[config.mk]
export PLATFORM = sky130hd
export DESIGN_NAME = note_to_cv_glide_bend_flat
export DESIGN_NICKNAME = d
export VERILOG_FILES = /design/src/design/ncv_pkg.sv /design/src/design/ncv_item_if.sv /design/src/design/ncv_result_if.sv /design/src/design/ncv_cfg_if.sv /design/src/design/ncv_cfg_regs.sv /design/src/design/ncv_note_map.sv /design/src/design/ncv_recip_div.sv /design/src/design/note_to_cv_glide_bend.sv /design/src/flat_wrapper.sv
export VERILOG_INCLUDE_DIRS = /design/src /design/src/design
export SDC_FILE = /design/constraint.sdc
export NUM_CORES = 2
export LEC_CHECK = 0
export BUFFER_PORTS_ARGS = -buffer_cell sky130_fd_sc_hd__buf_4
export CELL_PAD_IN_SITES_DETAIL_PLACEMENT = 2
export CELL_PAD_IN_SITES_GLOBAL_PLACEMENT = 2
export CORE_UTILIZATION = 30
export CTS_BUF_LIST = sky130_fd_sc_hd__clkbuf_8
export DETAILED_ROUTE_END_ITERATION = 12
export PLACE_DENSITY_LB_ADDON = 0.1
export SETUP_SLACK_MARGIN = 0.3
export SYNTH_ARGS = -nofsm -noshare
export SYNTH_HDL_FRONTEND = slang
export SYNTH_SLANG_ARGS = --single-unit
[constraint.sdc]
create_clock -name clk -period 10.85 [get_ports clk]
set_input_delay 2.17 -clock clk [delete_from_list [all_inputs] [get_ports clk]]
set_output_delay 2.17 -clock clk [all_outputs]
set_load 0.01 [all_outputs]
[src/design/note_to_cv_glide_bend_assert.svh]
`ifndef NOTE_TO_CV_GLIDE_BEND_ASSERT_SVH
`define NOTE_TO_CV_GLIDE_BEND_ASSERT_SVH

// Same-cycle implication, sampled on clk, off while arst_n is low.
`define NCV_ASSERT_NOW(lbl, ante, cons, msg) \
	lbl: assert property (@(posedge clk) disable iff (!arst_n) (ante) |-> (cons)) \
		else $error(msg);

// Next-cycle implication, sampled on clk, off while arst_n is low.
`define NCV_ASSERT_NEXT(lbl, ante, cons, msg) \
	lbl: assert property (@(posedge clk) disable iff (!arst_n) (ante) |=> (cons)) \
		else $error(msg);

`endif

[src/design/ncv_pkg.sv]
package ncv_pkg;

	localparam int unsigned GLIDE_LEN_DEF = 250;
	localparam int unsigned CODE_W = 16;

	typedef enum logic [2:0] {
		REG_TRANSPOSE,
		REG_BEND_ENABLE,
		REG_NOTE_MIN,
		REG_NOTE_MAX,
		REG_OOR_CODE,
		REG_DAC_MIN,
		REG_DAC_MAX
	} cfg_reg_t;

	typedef struct packed {
		logic [7:0]  transpose;
		logic        bend_enable;
		logic [6:0]  note_min;
		logic [6:0]  note_max;
		logic [15:0] oor_code;
		logic [15:0] dac_min;
		logic [15:0] dac_max;
	} ncv_cfg_t;

	localparam ncv_cfg_t CFG_RESET = '{
		transpose:   8'd0,
		bend_enable: 1'b1,
		note_min:    7'd24,
		note_max:    7'd60,
		oor_code:    16'hFFFF,
		dac_min:     16'd0,
		dac_max:     16'd4095
	};

	// floor(d * 83.33333) for a note distance d above note_min
	typedef logic [13:0] code_lut_t [128];

	function automatic code_lut_t build_code_lut();
		code_lut_t t;
		for (int i = 0; i < 128; i++) begin
			t[i] = 14'((64'(i) * 64'd8333333) / 64'd100000);
		end
		return t;
	endfunction

	localparam code_lut_t CODE_LUT = build_code_lut();

endpackage

[src/design/ncv_item_if.sv]
interface ncv_item_if;
	logic        valid;
	logic        ready;
	logic [31:0] tick_now;
	logic [31:0] note_start_ticks;
	logic [7:0]  cur_note;
	logic [7:0]  prev_note;
	logic        prev_valid;
	logic [13:0] bend_amount;

	modport source (
		output valid, tick_now, note_start_ticks, cur_note, prev_note, prev_valid,
			bend_amount,
		input  ready
	);
	modport sink (
		input  valid, tick_now, note_start_ticks, cur_note, prev_note, prev_valid,
			bend_amount,
		output ready
	);
endinterface

[src/design/ncv_result_if.sv]
interface ncv_result_if;
	logic        valid;
	logic        ready;
	logic [15:0] dac_value;

	modport source (output valid, dac_value, input ready);
	modport sink (input valid, dac_value, output ready);
endinterface

[src/design/ncv_cfg_if.sv]
interface ncv_cfg_if;
	logic        valid;
	logic        ready;
	logic [2:0]  index;
	logic [15:0] data;

	modport source (output valid, index, data, input ready);
	modport sink (input valid, index, data, output ready);
endinterface

[src/design/ncv_cfg_regs.sv]
module ncv_cfg_regs (
	input  logic             clk,
	input  logic             arst_n,
	ncv_cfg_if.sink          cfg,
	output ncv_pkg::ncv_cfg_t regs
);
	import ncv_pkg::*;

	ncv_cfg_t regs_q;

	assign cfg.ready = 1'b1;
	assign regs = regs_q;

	always_ff @(posedge clk or negedge arst_n) begin
		if (!arst_n) begin
			regs_q <= CFG_RESET;
		end else if (cfg.valid && cfg.ready) begin
			case (cfg_reg_t'(cfg.index))
				REG_TRANSPOSE:   regs_q.transpose   <= cfg.data[7:0];
				REG_BEND_ENABLE: regs_q.bend_enable <= cfg.data[0];
				REG_NOTE_MIN:    regs_q.note_min    <= cfg.data[6:0];
				REG_NOTE_MAX:    regs_q.note_max    <= cfg.data[6:0];
				REG_OOR_CODE:    regs_q.oor_code    <= cfg.data;
				REG_DAC_MIN:     regs_q.dac_min     <= cfg.data;
				REG_DAC_MAX:     regs_q.dac_max     <= cfg.data;
				default: ;
			endcase
		end
	end
endmodule

[src/design/ncv_note_map.sv]
module ncv_note_map (
	input  logic [7:0]        raw,
	input  ncv_pkg::ncv_cfg_t cfg,
	output logic [15:0]       code
);
	import ncv_pkg::*;

	logic [7:0] note;
	logic [6:0] span;
	logic       oor;

	always_comb begin
		note = raw + cfg.transpose;
		oor  = (note < {1'b0, cfg.note_min}) || (note > {1'b0, cfg.note_max});
		// in range implies note <= 127
		span = note[6:0] - cfg.note_min;
		code = oor ? cfg.oor_code : {2'b00, CODE_LUT[span]};
	end
endmodule

[src/design/ncv_recip_div.sv]
module ncv_recip_div #(
	parameter int unsigned GLIDE_LEN = ncv_pkg::GLIDE_LEN_DEF
) (
	input  logic        clk,
	input  logic        ld_s4,
	input  logic        ld_s5,
	input  logic [31:0] num,
	output logic [15:0] quot
);
	import ncv_pkg::*;

	localparam logic [32:0] RECIP   = 33'((64'd1 << 32) / 64'(GLIDE_LEN));
	localparam logic [31:0] DIVISOR = 32'(GLIDE_LEN);

	logic [64:0] prod;
	logic [31:0] num_s4;
	logic [15:0] qest_s4;
	logic [31:0] rem;
	logic [15:0] quot_s5;

	// estimate is the true quotient or one below it
	assign prod = {33'd0, num} * {32'd0, RECIP};

	always_ff @(posedge clk) begin
		if (ld_s4) begin
			num_s4  <= num;
			qest_s4 <= prod[47:32];
		end
	end

	assign rem = num_s4 - (32'(qest_s4) * DIVISOR);

	always_ff @(posedge clk) begin
		if (ld_s5) begin
			quot_s5 <= (rem >= DIVISOR) ? qest_s4 + 16'd1 : qest_s4;
		end
	end

	assign quot = quot_s5;
endmodule

[src/design/note_to_cv_glide_bend.sv]
// Channel | Dir | Beat contents
// --------+-----+-------------------------------------------------------------
// notes   | in  | tick_now, note_start_ticks, cur_note, prev_note, prev_valid,
//         |     | bend_amount
// dac     | out | dac_value
// cfg     | in  | index, data (register write, always ready)
//
// One beat per cycle sustained while dac.ready holds; each result passes
// through six register stages: input, note codes, glide sum,
// reciprocal multiply, quotient correction, bend and clamp into the output register.
// Each stage takes a beat when empty or when the next stage moves, so bubbles close up
// and beats are still taken while a result waits on dac.ready, until every stage is full.
// Reset clears all stage valid bits and loads the register defaults.
`include "note_to_cv_glide_bend_assert.svh"

module note_to_cv_glide_bend #(
	parameter int unsigned GLIDE_LEN = ncv_pkg::GLIDE_LEN_DEF
) (
	input  logic          clk,
	input  logic          arst_n,
	ncv_item_if.sink      notes,
	ncv_result_if.source  dac,
	ncv_cfg_if.sink       cfg
);
	import ncv_pkg::*;

	localparam logic [31:0] SLIDE32 = 32'(GLIDE_LEN);
	localparam logic [15:0] SLIDE16 = 16'(GLIDE_LEN);

	ncv_cfg_t cfg_q;

	logic valid_s1, valid_s2, valid_s3, valid_s4, valid_s5, res_valid_q;
	logic take_s1, take_s2, take_s3, take_s4, take_s5, take_out;

	logic [31:0] now_s1, start_s1;
	logic [7:0]  cur_s1, prev_s1;
	logic        pvalid_s1;
	logic [13:0] bend_s1, bend_s2, bend_s3, bend_s4, bend_s5;

	logic [31:0] elapsed;
	logic        glide;
	logic [15:0] cc_code, pc_code;

	logic [15:0] pc_s2, cc_s2, e_s2;
	logic [31:0] num;
	logic [31:0] num_s3;
	logic [15:0] quot;

	logic signed [11:0] offs;
	logic signed [17:0] sum;
	logic [15:0]        bend_code;
	logic [15:0]        res_data_q;

	logic clamp_on;
	logic in_window;

	ncv_cfg_regs u_cfg (
		.clk    (clk),
		.arst_n (arst_n),
		.cfg    (cfg),
		.regs   (cfg_q)
	);

	// per-stage ready chain
	assign take_out = !res_valid_q || dac.ready;
	assign take_s5  = !valid_s5 || take_out;
	assign take_s4  = !valid_s4 || take_s5;
	assign take_s3  = !valid_s3 || take_s4;
	assign take_s2  = !valid_s2 || take_s3;
	assign take_s1  = !valid_s1 || take_s2;
	assign notes.ready = take_s1;

	always_ff @(posedge clk or negedge arst_n) begin
		if (!arst_n) begin
			valid_s1    <= 1'b0;
			valid_s2    <= 1'b0;
			valid_s3    <= 1'b0;
			valid_s4    <= 1'b0;
			valid_s5    <= 1'b0;
			res_valid_q <= 1'b0;
		end else begin
			if (take_s1)  valid_s1    <= notes.valid;
			if (take_s2)  valid_s2    <= valid_s1;
			if (take_s3)  valid_s3    <= valid_s2;
			if (take_s4)  valid_s4    <= valid_s3;
			if (take_s5)  valid_s5    <= valid_s4;
			if (take_out) res_valid_q <= valid_s5;
		end
	end

	always_ff @(posedge clk) begin
		if (take_s1) begin
			now_s1    <= notes.tick_now;
			start_s1  <= notes.note_start_ticks;
			cur_s1    <= notes.cur_note;
			prev_s1   <= notes.prev_note;
			pvalid_s1 <= notes.prev_valid;
			bend_s1   <= notes.bend_amount;
		end
	end

	ncv_note_map u_cur_map (
		.raw  (cur_s1),
		.cfg  (cfg_q),
		.code (cc_code)
	);

	ncv_note_map u_prev_map (
		.raw  (prev_s1),
		.cfg  (cfg_q),
		.code (pc_code)
	);

	assign elapsed = now_s1 - start_s1;
	assign glide   = pvalid_s1 && (elapsed < SLIDE32);

	// without glide, start from the current code with zero elapsed time
	always_ff @(posedge clk) begin
		if (take_s2) begin
			pc_s2   <= glide ? pc_code : cc_code;
			cc_s2   <= cc_code;
			e_s2    <= glide ? elapsed[15:0] : 16'd0;
			bend_s2 <= bend_s1;
		end
	end

	assign num = (32'(pc_s2) * 32'(SLIDE16 - e_s2)) + (32'(cc_s2) * 32'(e_s2));

	always_ff @(posedge clk) begin
		if (take_s3) begin
			num_s3  <= num;
			bend_s3 <= bend_s2;
		end
	end

	ncv_recip_div #(
		.GLIDE_LEN (GLIDE_LEN)
	) u_div (
		.clk   (clk),
		.ld_s4 (take_s4),
		.ld_s5 (take_s5),
		.num   (num_s3),
		.quot  (quot)
	);

	always_ff @(posedge clk) begin
		if (take_s4) bend_s4 <= bend_s3;
		if (take_s5) bend_s5 <= bend_s4;
	end

	always_comb begin
		offs = $signed({1'b0, bend_s5[13:3]}) - 12'sd1024;
		sum  = $signed({2'b00, quot}) + $signed({{6{offs[11]}}, offs});
		if (!cfg_q.bend_enable) begin
			bend_code = quot;
		end else if (sum < $signed({2'b00, cfg_q.dac_min})) begin
			bend_code = cfg_q.dac_min;
		end else if (sum > $signed({2'b00, cfg_q.dac_max})) begin
			bend_code = cfg_q.dac_max;
		end else begin
			bend_code = sum[15:0];
		end
	end

	always_ff @(posedge clk) begin
		if (take_out) res_data_q <= bend_code;
	end

	assign dac.valid     = res_valid_q;
	assign dac.dac_value = res_data_q;

	assign clamp_on  = valid_s5 && cfg_q.bend_enable && (cfg_q.dac_min <= cfg_q.dac_max);
	assign in_window = (bend_code >= cfg_q.dac_min) && (bend_code <= cfg_q.dac_max);

	`NCV_ASSERT_NOW(a_clamp_window, clamp_on, in_window, "bent code outside clamp window")
	`NCV_ASSERT_NOW(a_glide_span, valid_s2, e_s2 < SLIDE16, "glide elapsed time not below slide time")
	`NCV_ASSERT_NEXT(a_hold_s1, valid_s1 && !take_s2, valid_s1, "stage one lost a stalled item")
endmodule
[src/flat_wrapper.sv]
// flat-port wrapper written by rule: the top's interface ports become plain ports
module note_to_cv_glide_bend_flat import ncv_pkg::*;
#(
	parameter int unsigned GLIDE_LEN = ncv_pkg::GLIDE_LEN_DEF
)
  (clk, arst_n, notes_valid, notes_tick_now, notes_note_start_ticks, notes_cur_note, notes_prev_note, notes_prev_valid, notes_bend_amount, notes_ready, dac_valid, dac_dac_value, dac_ready, cfg_valid, cfg_index, cfg_data, cfg_ready);
  ncv_item_if notes_i ();
  ncv_result_if dac_i ();
  ncv_cfg_if cfg_i ();
  input  logic clk;
  input  logic arst_n;
  input wire logic [$bits(notes_i.valid)-1:0] notes_valid;
  input wire logic [$bits(notes_i.tick_now)-1:0] notes_tick_now;
  input wire logic [$bits(notes_i.note_start_ticks)-1:0] notes_note_start_ticks;
  input wire logic [$bits(notes_i.cur_note)-1:0] notes_cur_note;
  input wire logic [$bits(notes_i.prev_note)-1:0] notes_prev_note;
  input wire logic [$bits(notes_i.prev_valid)-1:0] notes_prev_valid;
  input wire logic [$bits(notes_i.bend_amount)-1:0] notes_bend_amount;
  output wire logic [$bits(notes_i.ready)-1:0] notes_ready;
  output wire logic [$bits(dac_i.valid)-1:0] dac_valid;
  output wire logic [$bits(dac_i.dac_value)-1:0] dac_dac_value;
  input wire logic [$bits(dac_i.ready)-1:0] dac_ready;
  input wire logic [$bits(cfg_i.valid)-1:0] cfg_valid;
  input wire logic [$bits(cfg_i.index)-1:0] cfg_index;
  input wire logic [$bits(cfg_i.data)-1:0] cfg_data;
  output wire logic [$bits(cfg_i.ready)-1:0] cfg_ready;
  assign notes_i.valid = notes_valid;
  assign notes_i.tick_now = notes_tick_now;
  assign notes_i.note_start_ticks = notes_note_start_ticks;
  assign notes_i.cur_note = notes_cur_note;
  assign notes_i.prev_note = notes_prev_note;
  assign notes_i.prev_valid = notes_prev_valid;
  assign notes_i.bend_amount = notes_bend_amount;
  assign notes_ready = notes_i.ready;
  assign dac_valid = dac_i.valid;
  assign dac_dac_value = dac_i.dac_value;
  assign dac_i.ready = dac_ready;
  assign cfg_i.valid = cfg_valid;
  assign cfg_i.index = cfg_index;
  assign cfg_i.data = cfg_data;
  assign cfg_ready = cfg_i.ready;
  note_to_cv_glide_bend #(.GLIDE_LEN(GLIDE_LEN)) u_core (.clk(clk), .arst_n(arst_n), .notes(notes_i), .dac(dac_i), .cfg(cfg_i));
endmodule
==> results by group <==
Place
  – Placer Congestion: 0.799
  – Post-DP HPWL: 145000 µm
  – # port buffers: roughly 130

Clocking
  – CTS sink cnt: approximately 370
  – CTS tree: done
  – Clk slew on worst S/H paths: 0.06 ns
  – Worst-Skew Late Latency: slightly above 0.8 ns
  – TritonCTS Buffers: 78
  – Htree depth: 3
  – Clock Path Buffers: 3
  – Clk root buf: clkbuf_8

Global route
  – Number of global-route vias before repair: 45110
  – First-pass GRT wire length: 276000 µm
  – Gr usage total: 0.195
  – Largest net degree at the start of global routing: 67
  – Antenna violations before repair: 4
  – GRT overflow: 0

Cells and area
  – Area delta synth->final: 10.3%
  – Nets: 7275
  – Fill cell count: 19914
  – Layout cell share with drive strength beyond 1: 0.0867

Drt
  – Starting DRT DRC Count: 1401
  – Antenna Nets Post-Route: 0
  – Drt first pass iters: 5
  – Post-route DRC: 0
  – Vias per cell: 4.86
  – Drt total wl: 176000 µm
  – Drt wl/cell: 21.7 µm
  – Vias after detailed routing: 39458

Timing
  – Worst Tran Pin Value: roughly 1.2 ns
  – Crit path time final: 9.78 ns
  – Final Cycle Share: 0.901
  – Final setup viols: 0
  – Max Clock Skew: 0.0502 ns
  – Relative slew slack: 0.190
  – Fin. Hold Viols: 0
  – Pins Over Slew Limit: 0
  – Unrepaired setup endpoints after global routing: false
  – Final setup TNS: 0 ns
  – Fmax: roughly 100 MHz

Worst setup path
  – Worst path max stage delay: 0.63 ns
  – CP required: 11.38 ns
  – Worst-path fanout max: 13
  – Critical path class: reg -> reg
  – Setup crit start: u_core.e_s2[0]
  – Crit-path most repeated cell: fa_1
  – Crit end category: flop
  – CP max stage cell: or4b_1
  – Worst Path Arrival: 10.31 ns
  – Reg2Reg Setup Slack: 1.07 ns
  – Startpoint Class: flop
  – RR Startpoint: u_core.e_s2[0]

Worst hold path
  – Min-Delay Path Class: reg -> reg
  – Hold Crit Start: u_core.bend_s4[5]

Yosys
  – Yosys cell types: 94
  – Most common cell in the netlist: inv_1
  – EDFF count, synth: 295
  – Post-synth top area cell: fa_1
  – Top FF cell, synth: edfxtp_1
  – Post-synth ARST share: 0.207
  – Seq/Total Area, Yosys: 0.197
  – Synthesized cell area: roughly 0.055 mm²
  – Yosys warning count: 0
  – Commonest cells post-synth: inv_1 (1198), fa_1 (816), ha_1 (657), nand2_1 (474), edfxtp_1 (295)
  – Post-synth top area share: 0.298
  – Synthesized flop and latch total: 372
  – Avg Cell Area, Syn: 9.87 µm²
  – Cells after Synth: 5557
  – Area contributors post-synth: fa_1 (30%), edfxtp_1 (16%), ha_1 (15%), inv_1 (8.2%), nand2_1 (3.2%)

Flow run
  – Maxcap violations: 0

Die
  – # rows: about 160
  – Die area: 0.185 mm²
  – I/O pin count: 138
  – Die H: 430 µm
  – Starting Density: 0.303
  – Std-Cell Core Area: 0.181 mm²
  – Die width: around 430 µm

Status
  – Status: completed
==> worst max-delay path: cells and delay by family (launching register included) <==
| kind | cells | cell delay, ns |
|---|---|---|
| fa+ha+maj | 10 | 4.47 |
| xor+xnor | 2 | 0.68 |
| simple gates | 4 | 1.10 |
| buf+inv | 3 | 0.46 |
| flops | 1 | 0.45 |
| compound gates | 9 | 2.38 |
==> per-layer routing <==
metal	track usage	wire, µm	vias to the layer above
met5	0	27	-
met4	0.0411	2890	4
met1	0.266	83300	20702
met3	0.0162	2970	134
met2	0.334	86900	320
li1	-	-	18298
==> through the flow <==
stage / hold slack, ns / worst slack (ns) / cells / util / instance area [µm²]
2_1_floorplan: 0.400 / 2.12 / 5564 / - / 54900
3_3_place_gp: 0.400 / 0.885 / 7973 / 0.326 / 59000
3_5_place_dp: 0.406 / 0.828 / 7973 / 0.326 / 59000
4_1_cts: 0.402 / 0.788 / 8113 / 0.334 / 60500
5_1_grt: 0.418 / 0.439 / 8115 / 0.334 / 60500
6_report: 0.413 / 1.07 / 8118 / 0.334 / 60500
==> worst paths after layout <==
path	end	depth (start not counted)
max reg2reg	u_core.num_s3[30]	28
max in group asynchronous	u_core.valid_s1	2
min in group asynchronous	u_core.u_cfg.regs[65]	1
min	u_core.bend_s5[5]	0
max	u_core.num_s3[30]	28
min reg2reg	u_core.bend_s5[5]	0
==> registers in the layout (all words and copies together), names as in the netlist, 8 cells and up <==
signal / count
u_core.bend_s4: 11
u_core.u_div.quot: 16
u_core.prev_s1: 8
u_core.bend_s2: 11
u_core.dac.dac_value: 16
u_core.u_cfg.regs: 71
u_core.u_div.qest_s4: 16
u_core.start_s1: 32
u_core.u_div.num_s4: 31
u_core.cc_s2: 16
u_core.now_s1: 32
u_core.num_s3: 32
u_core.bend_s1: 11
u_core.e_s2: 16
u_core.pc_s2: 16
u_core.cur_s1: 8
u_core.bend_s3: 11
u_core.bend_s5: 11
==> layout make-up <==
class	instances	area, µm²	share of cell area
Multi-Input combinational cell	3807	39000	0.645
Timing Repair Buffer	226	1700	0.0280
Antenna cell	5	12.5	0.000207
Sequential cell	372	10800	0.179
Clock buffer	81	1110	0.0184
Inverter	1198	4500	0.0743
Tap cell	2370	2970	0.0490
Clock inverter	59	397	0.00655
==> layout by cell type (no fill, tap or decap), types with 28 or more instances in the layout <==
cell type,count
inv_1,1216
fa_1,816
ha_1,657
nand2_1,473
edfxtp_1,295
and2_1,267
buf_4,226
a21oi_1,184
nor2_1,184
o21ai_0,139
xnor2_1,118
clkbuf_8,81
mux2_2,77
nor3_1,65
nand3_1,55
o211ai_1,54
a21o_1,47
xor2_1,46
dfrtp_1,42
nand2b_1,40
nor2b_1,38
a211oi_1,36
dfstp_2,35
o21a_1,32
a31oi_1,32
nand4_1,28
o221ai_1,28
mux2i_1,28
==> what timing repair did <==
action | 4_1_cts | 5_1_grt
resized for setup | 0 | 1
buffers inserted | 0 | 0
hold buffers | 0 | 0
setup endpoints to repair | 0 | 1
==> logic make-up after synthesis <==
group / after synthesis / share of synthesized area
muxes: 117 / 0.0236
DFF: 372 / 0.197
AOI/OAI and AO/OA: 784 / 0.0965
other: 2 / 0.000137
adders and majority gates: 1473 / 0.448
buffers and inverters: 1385 / 0.0956
xor gates and xnor gates: 177 / 0.0285
and+or+nand+nor: 1247 / 0.111
Power is left out: the tool's default activity adds up to more than one toggle a clock period on the data nets, which glitch-free logic cannot reach.
